[src/hdl/ergf_pkg.sv]
// Package: shared widths, types and register codes of the encoder rollover glitch filter.
`timescale 1ns / 1ps

package ergf_pkg;

   localparam int POS_W        = 14;
   localparam int CNT_W        = 32;
   localparam int WINDOW_DEPTH = 4;
   localparam int FILL_W       = $clog2(WINDOW_DEPTH + 1);
   localparam int CSR_IDX_W    = 2;

   localparam logic [POS_W-1:0] SECOND_MIN_RESET = POS_W'(13000);
   localparam logic [POS_W-1:0] THIRD_MIN_RESET  = POS_W'(15000);
   localparam logic [POS_W-1:0] NEWEST_MIN_RESET = POS_W'(2000);

   typedef enum logic [CSR_IDX_W-1:0] {
      CSR_SECOND_MIN = 2'd0,
      CSR_THIRD_MIN  = 2'd1,
      CSR_NEWEST_MIN = 2'd2
   } csr_index_type;

   typedef enum logic {
      CMD_SAMPLE = 1'b0,
      CMD_CLEAR  = 1'b1
   } command_type;

   // window[0] is the oldest sample, window[WINDOW_DEPTH-1] the newest
   typedef logic [WINDOW_DEPTH-1:0][POS_W-1:0] win_type;

   typedef struct packed {
      logic [POS_W-1:0] second_min;
      logic [POS_W-1:0] third_min;
      logic [POS_W-1:0] newest_min;
   } thresh_type;

   typedef struct packed {
      logic             fix;
      logic [POS_W-1:0] value;
   } check_type;

endpackage

[src/hdl/ergf_if.sv]
// Interfaces: request, response and register write channels of the glitch filter.
`timescale 1ns / 1ps

interface ergf_req_if;
   import ergf_pkg::*;
   logic             valid;
   logic             ready;
   logic             command;
   logic [POS_W-1:0] position;

   modport source (output valid, command, position, input ready);
   modport sink   (input valid, command, position, output ready);
endinterface

interface ergf_rsp_if;
   import ergf_pkg::*;
   logic             valid;
   logic             ready;
   logic [POS_W-1:0] filtered_position;
   logic             corrected;
   logic [CNT_W-1:0] sample_count;
   logic [CNT_W-1:0] correction_count;

   modport source (output valid, filtered_position, corrected, sample_count,
                   correction_count, input ready);
   modport sink   (input valid, filtered_position, corrected, sample_count,
                   correction_count, output ready);
endinterface

interface ergf_csr_if;
   import ergf_pkg::*;
   logic                 valid;
   logic                 ready;
   logic [CSR_IDX_W-1:0] index;
   logic [POS_W-1:0]     data;

   modport source (output valid, index, data, input ready);
   modport sink   (input valid, index, data, output ready);
endinterface

[src/hdl/ergf_check.sv]
// Rollover pattern check and extrapolated replacement for the shifted sample window.
`timescale 1ns / 1ps

module ergf_check
   import ergf_pkg::*;
(
   input  win_type    win,
   input  logic       full,
   input  thresh_type thr,
   output check_type  res
);

   logic [POS_W-1:0] p0, p1, p2, p3;
   logic [POS_W-1:0] delta_01, delta_12;
   logic [POS_W:0]   delta_sum;
   logic [POS_W-1:0] avg;
   logic             pattern;

   assign p0 = win[0];
   assign p1 = win[1];
   assign p2 = win[2];
   assign p3 = win[3];

   // Modular deltas over the position range wrap naturally in POS_W bits
   assign delta_01  = p1 - p0;
   assign delta_12  = p2 - p1;
   assign delta_sum = {1'b0, delta_01} + {1'b0, delta_12};
   assign avg       = delta_sum[POS_W:1];

   assign pattern = (p1 > p0) && (p2 > p1) && (p3 < p2) &&
                    (p1 > thr.second_min) && (p2 > thr.third_min) &&
                    (p3 > thr.newest_min);

   always_comb begin
      res.fix   = full && pattern;
      res.value = res.fix ? (p2 + avg) : p3;
   end

endmodule

[src/hdl/encoder_rollover_glitch_filter.sv]
// Top level: encoder rollover glitch filter with window, counters and register port.
//
//   channel   direction  transfer when         payload
//   req       in         valid && ready        command, position
//   rsp       out        valid && ready        filtered_position, corrected, counts
//   csr       in         valid && ready        index, data (always ready)
//
// One item per cycle while rsp does not stall; a req transfer goes through the input
// register, then the check and the window/counter update into the result register,
// which drives rsp valid.
// The window update is combinational and registered with the result, so a sample sees
// the window left by the one before it. A stalled rsp holds the result; req keeps
// flowing until the input register is also full. Synchronous reset clears window,
// fill level, counters and thresholds to their reset values.
`timescale 1ns / 1ps

module encoder_rollover_glitch_filter
   import ergf_pkg::*;
(
   input  logic       clock,
   input  logic       reset,
   ergf_req_if.sink   req,
   ergf_rsp_if.source rsp,
   ergf_csr_if.sink   csr
);

   thresh_type       thr_ff;
   win_type          win_ff, win_in;
   logic [FILL_W-1:0] fill_ff, fill_in;
   logic [CNT_W-1:0] samples_ff, samples_in;
   logic [CNT_W-1:0] anomalies_ff, anomalies_in;

   logic             s1_valid_ff;
   logic             s1_command_ff;
   logic [POS_W-1:0] s1_position_ff;

   logic             out_valid_ff;
   logic [POS_W-1:0] out_pos_ff, out_pos_in;
   logic             out_fix_ff, out_fix_in;
   logic [CNT_W-1:0] out_samples_ff;
   logic [CNT_W-1:0] out_anomalies_ff;

   logic             advance;
   logic             s1_move;
   logic             is_clear;
   logic             full;
   win_type          shifted;
   check_type        chk;

   // register port
   assign csr.ready = 1'b1;

   always_ff @(posedge clock) begin
      if (reset) begin
         thr_ff.second_min <= SECOND_MIN_RESET;
         thr_ff.third_min  <= THIRD_MIN_RESET;
         thr_ff.newest_min <= NEWEST_MIN_RESET;
      end else if (csr.valid) begin
         case (csr.index)
            CSR_SECOND_MIN: thr_ff.second_min <= csr.data;
            CSR_THIRD_MIN:  thr_ff.third_min  <= csr.data;
            CSR_NEWEST_MIN: thr_ff.newest_min <= csr.data;
            default: ;
         endcase
      end
   end

   // handshake
   assign advance   = !out_valid_ff || rsp.ready;
   assign s1_move   = s1_valid_ff && advance;
   assign req.ready = !s1_valid_ff || advance;

   always_ff @(posedge clock) begin
      if (reset) begin
         s1_valid_ff <= 1'b0;
      end else if (req.ready) begin
         s1_valid_ff <= req.valid;
      end
   end

   always_ff @(posedge clock) begin
      if (req.valid && req.ready) begin
         s1_command_ff  <= req.command;
         s1_position_ff <= req.position;
      end
   end

   // window shift and check
   assign is_clear = (s1_command_ff == CMD_CLEAR);

   always_comb begin
      for (int i = 0; i < WINDOW_DEPTH - 1; i++) begin
         shifted[i] = win_ff[i+1];
      end
      shifted[WINDOW_DEPTH-1] = s1_position_ff;
   end

   assign full = (fill_ff >= FILL_W'(WINDOW_DEPTH - 1));

   ergf_check u_check (
      .win  (shifted),
      .full (full),
      .thr  (thr_ff),
      .res  (chk)
   );

   always_comb begin
      win_in       = win_ff;
      fill_in      = fill_ff;
      samples_in   = samples_ff;
      anomalies_in = anomalies_ff;
      out_pos_in   = win_ff[WINDOW_DEPTH-1];
      out_fix_in   = 1'b0;
      if (s1_move) begin
         if (is_clear) begin
            samples_in   = '0;
            anomalies_in = '0;
         end else begin
            win_in                 = shifted;
            win_in[WINDOW_DEPTH-1] = chk.value;
            if (fill_ff < FILL_W'(WINDOW_DEPTH)) begin
               fill_in = fill_ff + FILL_W'(1);
            end
            samples_in   = samples_ff + CNT_W'(1);
            anomalies_in = anomalies_ff + CNT_W'(chk.fix);
            out_pos_in   = chk.value;
            out_fix_in   = chk.fix;
         end
      end
   end

   always_ff @(posedge clock) begin
      if (reset) begin
         win_ff       <= '0;
         fill_ff      <= '0;
         samples_ff   <= '0;
         anomalies_ff <= '0;
      end else begin
         win_ff       <= win_in;
         fill_ff      <= fill_in;
         samples_ff   <= samples_in;
         anomalies_ff <= anomalies_in;
      end
   end

   // result register
   always_ff @(posedge clock) begin
      if (reset) begin
         out_valid_ff <= 1'b0;
      end else if (advance) begin
         out_valid_ff <= s1_valid_ff;
      end
   end

   always_ff @(posedge clock) begin
      if (s1_move) begin
         out_pos_ff       <= out_pos_in;
         out_fix_ff       <= out_fix_in;
         out_samples_ff   <= samples_in;
         out_anomalies_ff <= anomalies_in;
      end
   end

   assign rsp.valid             = out_valid_ff;
   assign rsp.filtered_position = out_pos_ff;
   assign rsp.corrected         = out_fix_ff;
   assign rsp.sample_count      = out_samples_ff;
   assign rsp.correction_count  = out_anomalies_ff;

   a_fill_bound: assert property (@(posedge clock) disable iff (reset)
      fill_ff <= FILL_W'(WINDOW_DEPTH))
      else $error("fill level beyond window depth");

   a_fix_needs_full: assert property (@(posedge clock) disable iff (reset)
      (out_valid_ff && out_fix_ff) |-> (fill_ff == FILL_W'(WINDOW_DEPTH)))
      else $error("correction reported before window filled");

   a_sample_count: assert property (@(posedge clock) disable iff (reset)
      (s1_move && !is_clear) |=> (samples_ff == $past(samples_ff) + CNT_W'(1)))
      else $error("sample counter did not advance");

   a_clear_zero: assert property (@(posedge clock) disable iff (reset)
      (s1_move && is_clear) |=> (out_samples_ff == '0 && out_anomalies_ff == '0
                                 && !out_fix_ff))
      else $error("clear result carries nonzero counts");

endmodule

[src/flat_wrapper.sv]
// flat-port wrapper written by rule: the top's interface ports become plain ports
module encoder_rollover_glitch_filter_flat import ergf_pkg::*;
  (clock, reset, req_valid, req_command, req_position, req_ready, rsp_valid, rsp_filtered_position, rsp_corrected, rsp_sample_count, rsp_correction_count, rsp_ready, csr_valid, csr_index, csr_data, csr_ready);
  ergf_req_if req_i ();
  ergf_rsp_if rsp_i ();
  ergf_csr_if csr_i ();
  input  logic clock;
  input  logic reset;
  input wire logic [$bits(req_i.valid)-1:0] req_valid;
  input wire logic [$bits(req_i.command)-1:0] req_command;
  input wire logic [$bits(req_i.position)-1:0] req_position;
  output wire logic [$bits(req_i.ready)-1:0] req_ready;
  output wire logic [$bits(rsp_i.valid)-1:0] rsp_valid;
  output wire logic [$bits(rsp_i.filtered_position)-1:0] rsp_filtered_position;
  output wire logic [$bits(rsp_i.corrected)-1:0] rsp_corrected;
  output wire logic [$bits(rsp_i.sample_count)-1:0] rsp_sample_count;
  output wire logic [$bits(rsp_i.correction_count)-1:0] rsp_correction_count;
  input wire logic [$bits(rsp_i.ready)-1:0] rsp_ready;
  input wire logic [$bits(csr_i.valid)-1:0] csr_valid;
  input wire logic [$bits(csr_i.index)-1:0] csr_index;
  input wire logic [$bits(csr_i.data)-1:0] csr_data;
  output wire logic [$bits(csr_i.ready)-1:0] csr_ready;
  assign req_i.valid = req_valid;
  assign req_i.command = req_command;
  assign req_i.position = req_position;
  assign req_ready = req_i.ready;
  assign rsp_valid = rsp_i.valid;
  assign rsp_filtered_position = rsp_i.filtered_position;
  assign rsp_corrected = rsp_i.corrected;
  assign rsp_sample_count = rsp_i.sample_count;
  assign rsp_correction_count = rsp_i.correction_count;
  assign rsp_i.ready = rsp_ready;
  assign csr_i.valid = csr_valid;
  assign csr_i.index = csr_index;
  assign csr_i.data = csr_data;
  assign csr_ready = csr_i.ready;
  encoder_rollover_glitch_filter u_core (.clock(clock), .reset(reset), .req(req_i), .rsp(rsp_i), .csr(csr_i));
endmodule
[config.mk]
export PLATFORM = sky130hd
export DESIGN_NAME = encoder_rollover_glitch_filter_flat
export DESIGN_NICKNAME = d
export VERILOG_FILES = /design/src/hdl/ergf_pkg.sv /design/src/hdl/ergf_if.sv /design/src/hdl/ergf_check.sv /design/src/hdl/encoder_rollover_glitch_filter.sv /design/src/flat_wrapper.sv
export SDC_FILE = /design/constraint.sdc
export NUM_CORES = 1
export LEC_CHECK = 0
export BUFFER_PORTS_ARGS = -buffer_cell sky130_fd_sc_hd__buf_2
export CAP_MARGIN = 20
export CORE_MARGIN = 3
export CORE_UTILIZATION = 60
export CTS_CLUSTER_SIZE = 28
export DETAILED_ROUTE_END_ITERATION = 7
export GPL_ROUTABILITY_DRIVEN = 0
export MAX_ROUTING_LAYER = met4
export PLACE_DENSITY = 0.8
export SLEW_MARGIN = 20
export SYNTH_ARGS = -nofsm -noshare
export SYNTH_HDL_FRONTEND = slang
export SYNTH_SLANG_ARGS = --single-unit
[constraint.sdc]
create_clock -name clock -period 5.9 [get_ports clock]
set_input_delay 1.18 -clock clock [delete_from_list [all_inputs] [get_ports clock]]
set_output_delay 1.18 -clock clock [all_outputs]
set_load 0.02 [all_outputs]
==> summary.txt <==
Outcome
  • Outcome: complete, no violations

Route
  • Drt drc: 0
  • Drt wl/cell: 17.42 um
  • Vias per inst: 5.858
  • Router iterations before antenna repair: 5
  • WL final: 33430 um
  • Iteration-0 DRC count of the detailed router: 730
  • Routed Antenna Nets: 0
  • Via Count: about 11000

Synthesis
  • Syn_nets: between 1500 and 2000
  • Synthesized area per cell: around 9 um^2
  • Cells after synthesis: ~1500
  • Seq/Total Area, Yosys: 42.82%
  • Mux contribution to synthesized area: under 10%
  • Top_reg_cell synth: dfxtp_1
  • Synth cell types: 82
  • Yosys warns: 0
  • Synth Area in Compound Gates: 14.26%
  • Post-synthesis simple-gate area fraction: just over 20%
  • Async SR Flop Fraction: 0%
  • Post-synth EDFFs: 94
  • Adder-Cell Fraction of Synth Area: between 10% and 20%
  • Synth Area in XOR/XNOR: under 10%
  • Flip-flop and latch count after synthesis: 247
  • Combinational family with the most area after synthesis: simple AND/OR/NAND/NOR gates
  • Synth Cell Area: roughly 14000 um^2

Floorplan
  • Boundary Pins: around 120
  • Area of the core: 22160 um^2
  • DIE AREA: around 25000 um^2
  • Rows: 54
  • DIE HEIGHT: between 150 and 200 um
  • Die X: about 160 um
  • Starting Density: slightly above 60%

Final layout
  • Finished Core Util: a little over two thirds
  • Share of cells above drive strength 1: approximately an eighth
  • FILL cells: 1716
  • Fin cells: ~1900
  • Layout Nets: 1773
  • Synthesis-to-layout area growth: 11.83%

Global route
  • Vias in the first global route: approximately 11000
  • Aggregate global-route resource usage: between 20 and 30%
  • Total grt overflow: 0
  • First-pass GRT wire length: between 50000 and 60000 um
  • Largest net degree at the start of global routing: 83
  • Initial antenna violation count: 1

STA
  • Clock Skew: slightly below 10 ps
  • Final Hold Viols: 0
  • RSZ-0062 raised after global routing: no
  • Max-slew headroom: 41.03%
  • Maximum clock rate: roughly 0.18 GHz
  • Count of final setup violators: 0
  • Slew Viols, Final: 0
  • Final setup TNS: 0 ps
  • Worst setup margin: 424.3 ps
  • Worst slew pin tran: roughly 880 ps
  • Share of the clock period used by the worst path: between 90% and 100%
  • Tmin final: about 5500 ps

Setup path
  • Crit path kind: reg2reg
  • Critical Path, Cell by Cell: inv_1 > ha_1 > nor2b_1 > o21ai_0 > a21boi_0 > o211ai_1 > nand2_1 > a21oi_1 > xnor2_1 > ha_1 > a21oi_1 > a21boi_4 > a21oi_1 > xnor2_1 > ha_1 > nand2_1 > a211oi_1 > a2111oi_2 > a211oi_1 > a31oi_1 > xnor2_1 > mux2_4 > mux2_2
  • Reg2reg start: u_core.shifted[15]
  • CP Max Fanout: 7
  • Critical Path Slowest Stage Cell: dfxtp_1
  • Top Family by Delay on Critical Path: compound AO/OA/AOI/OAI gates
  • Crit path required time: between 6000 and 7000 ps
  • R2R Setup Slk: between 400 and 500 ps
  • Worst-case reg-to-reg path depth: 23
  • WP data arrival: 5760 ps
  • Startpoint type of the worst setup path: flip-flop
  • Crit-path max cell delay: 520 ps
  • CP bufs+invs: 1
  • CP Capture Type: flip-flop
  • RR Endpoint: u_core.rsp.filtered_position[13]

Clocking
  • Clk root buf: clkbuf_16
  • Worst-Skew Late Latency: 540 ps
  • Num CTS Buffers: 26
  • Post-CTS sizing: 0
  • Clk buf depth: 3
  • Post-CTS Repair Setup Buffers: 0
  • CTS Sinks: about 250
  • Clk slew on worst S/H paths: 60 ps
  • CTS tree: built
  • Post-CTS Hold Fix Bufs: 0
  • H-tree depth: 1

Hold path
  • Hold worst-path end: u_core.shifted[9]
  • Tightest Hold Check Type: reg2reg
  • Worst hold path startpoint: u_core.shifted[9]
  • Hold Path Depth: 2

Placed design
  • Placed cells: between 1500 and 2000
  • Pre-CTS WS: 490.6 ps
  • PortBufs: between 100 and 150
  • Detailed Place HPWL: between 20000 and 25000 um

Power and ir drop
  • Power density cells: about 260 nW/um^2
  • Max VDD drop: between 0.2 and 0.25 mV
  • Leakage: 6.257 nW
  • Pwr Total: about 4 mW

Job
  • Number of max-cap violations: 0
==> worst reg2reg max path, cell delays in order (launching register included) <==
cell       delay (ps)
dfxtp_1           520
inv_1              90
ha_1              310
nor2b_1           130
o21ai_0           200
a21boi_0          210
o211ai_1          270
nand2_1            90
a21oi_1           190
xnor2_1           140
ha_1              290
a21oi_1           320
a21boi_4          120
a21oi_1           200
xnor2_1            80
ha_1              350
nand2_1            70
a211oi_1          270
a2111oi_2         140
a211oi_1          400
a31oi_1           160
xnor2_1           140
mux2_4            280
mux2_2            260
==> metal layers <==
| layer | up-vias | part of all wire [%] | GRT usage [%] |
|---|---|---|---|
| met5 | - | 0 | - |
| met1 | 5290 | 45 | 35.37 |
| met3 | 68 | 5.0 | 2.805 |
| met2 | 347 | 47 | 45.58 |
| met4 | 0 | 3.0 | 8.264 |
| li1 | 5536 | - | - |
==> registers in the layout, summed over array words and instances (netlist names) <==
signal	flops
u_core.rsp.corrected	1
u_core.fill_ff	3
u_core.s1_valid_ff	1
u_core.rsp.correction_count	32
u_core.rsp.filtered_position	14
u_core.thr_ff	42
u_core.anomalies_ff	32
u_core.rsp.valid	1
u_core.shifted	42
u_core.samples_ff	32
u_core.s1_position_ff	14
u_core.rsp.sample_count	32
u_core.is_clear	1
==> cells by family after synthesis <==
kind of cell,after synthesis
other,1
DFF,247
AOI/OAI and AO/OA,304
and+or+nand+nor,583
buffers and inverters,164
xor gates and xnor gates,75
muxes,28
adders and majority gates,119
==> synthesized netlist by cell type, drive strengths merged, types with 6 or more instances <==
| cell type | instances | share of area, % |
|---|---|---|
| a21oi | 131 | 4.8 |
| a21boi | 6 | 0.41 |
| o21a | 10 | 0.55 |
| nor4 | 9 | 0.56 |
| a211oi | 12 | 0.73 |
| o31ai | 6 | 0.43 |
| dfxtp | 153 | 22 |
| xor2 | 29 | 1.8 |
| a21o | 22 | 1.2 |
| ha | 115 | 10 |
| and2 | 7 | 0.32 |
| xnor2 | 46 | 2.9 |
| mux2 | 11 | 1.0 |
| and3 | 10 | 0.46 |
| clkbuf | 51 | 1.4 |
| nand2 | 209 | 5.7 |
| nand4 | 33 | 1.7 |
| nand3 | 38 | 1.4 |
| nand3b | 11 | 0.60 |
| nor2 | 134 | 3.7 |
| o21ai | 58 | 2.2 |
| nor2b | 38 | 1.7 |
| edfxtp | 94 | 21 |
| a31oi | 12 | 0.55 |
| buf | 9 | 0.41 |
| a211o | 14 | 0.90 |
| nor3 | 66 | 2.4 |
| mux2i | 17 | 1.2 |
| o211ai | 8 | 0.51 |
| inv | 103 | 2.8 |
| nand2b | 6 | 0.27 |
==> power by group <==
group / internal (mW) / switching [mW] / leakage, nW
registers: 1.82 / 0.0384 / 2.10
logic: 0.244 / 0.390 / 3.75
clock network: 0.908 / 0.663 / 0.402
==> cell usage in the layout (no fill, tap or decap), drive strengths merged, types with 58 or more instances in the layout <==
cell type | netlist | final
buf | 9 | 129
ha | 115 | 115
dfxtp | 153 | 153
nand2 | 209 | 209
nor3 | 66 | 66
a21oi | 131 | 131
inv | 103 | 103
nor2 | 134 | 134
o21ai | 58 | 58
edfxtp | 94 | 94
==> worst max-delay path by stage <==
stage	start	endpoint	slack [ps]	cells after the start
final	u_core.shifted[15]	u_core.rsp.filtered_position[13]	420	23
after global placement	u_core.shifted[15]	u_core.rsp.filtered_position[13]	700	22
after CTS	u_core.shifted[15]	u_core.rsp.filtered_position[13]	460	23
after global routing	u_core.shifted[15]	u_core.rsp.filtered_position[13]	110	22
after floorplan	rsp_ready	u_core.rsp.correction_count[21]	960	8
after detailed placement	u_core.shifted[15]	u_core.rsp.filtered_position[13]	490	23
==> layout make-up <==
| type | instances | area [um^2] | share of cell area (%) |
|---|---|---|---|
| tap | 280 | 350.3 | 2.279 |
| multi-input combinational | 1110 | 7239 | 47.09 |
| timing repair buffer | 129 | 680.7 | 4.428 |
| sequential | 247 | 5886 | 38.29 |
| inverter | 104 | 391.6 | 2.548 |
| clock buffer | 38 | 735.7 | 4.786 |
| antenna | 1 | 2.502 | 0.01628 |
| clock inverter | 10 | 86.33 | 0.5616 |
==> stage by stage <==
stage / hold slack, ps / area, um^2
floorplan: 436.3 / 13750
global placement: 441.4 / 14540
detailed placement: 446.3 / 14540
CTS: 454.3 / 15360
global route: 471.0 / 15370
finish: 454.4 / 15370
No activity file was read; power rests on OpenSTA's default activity.
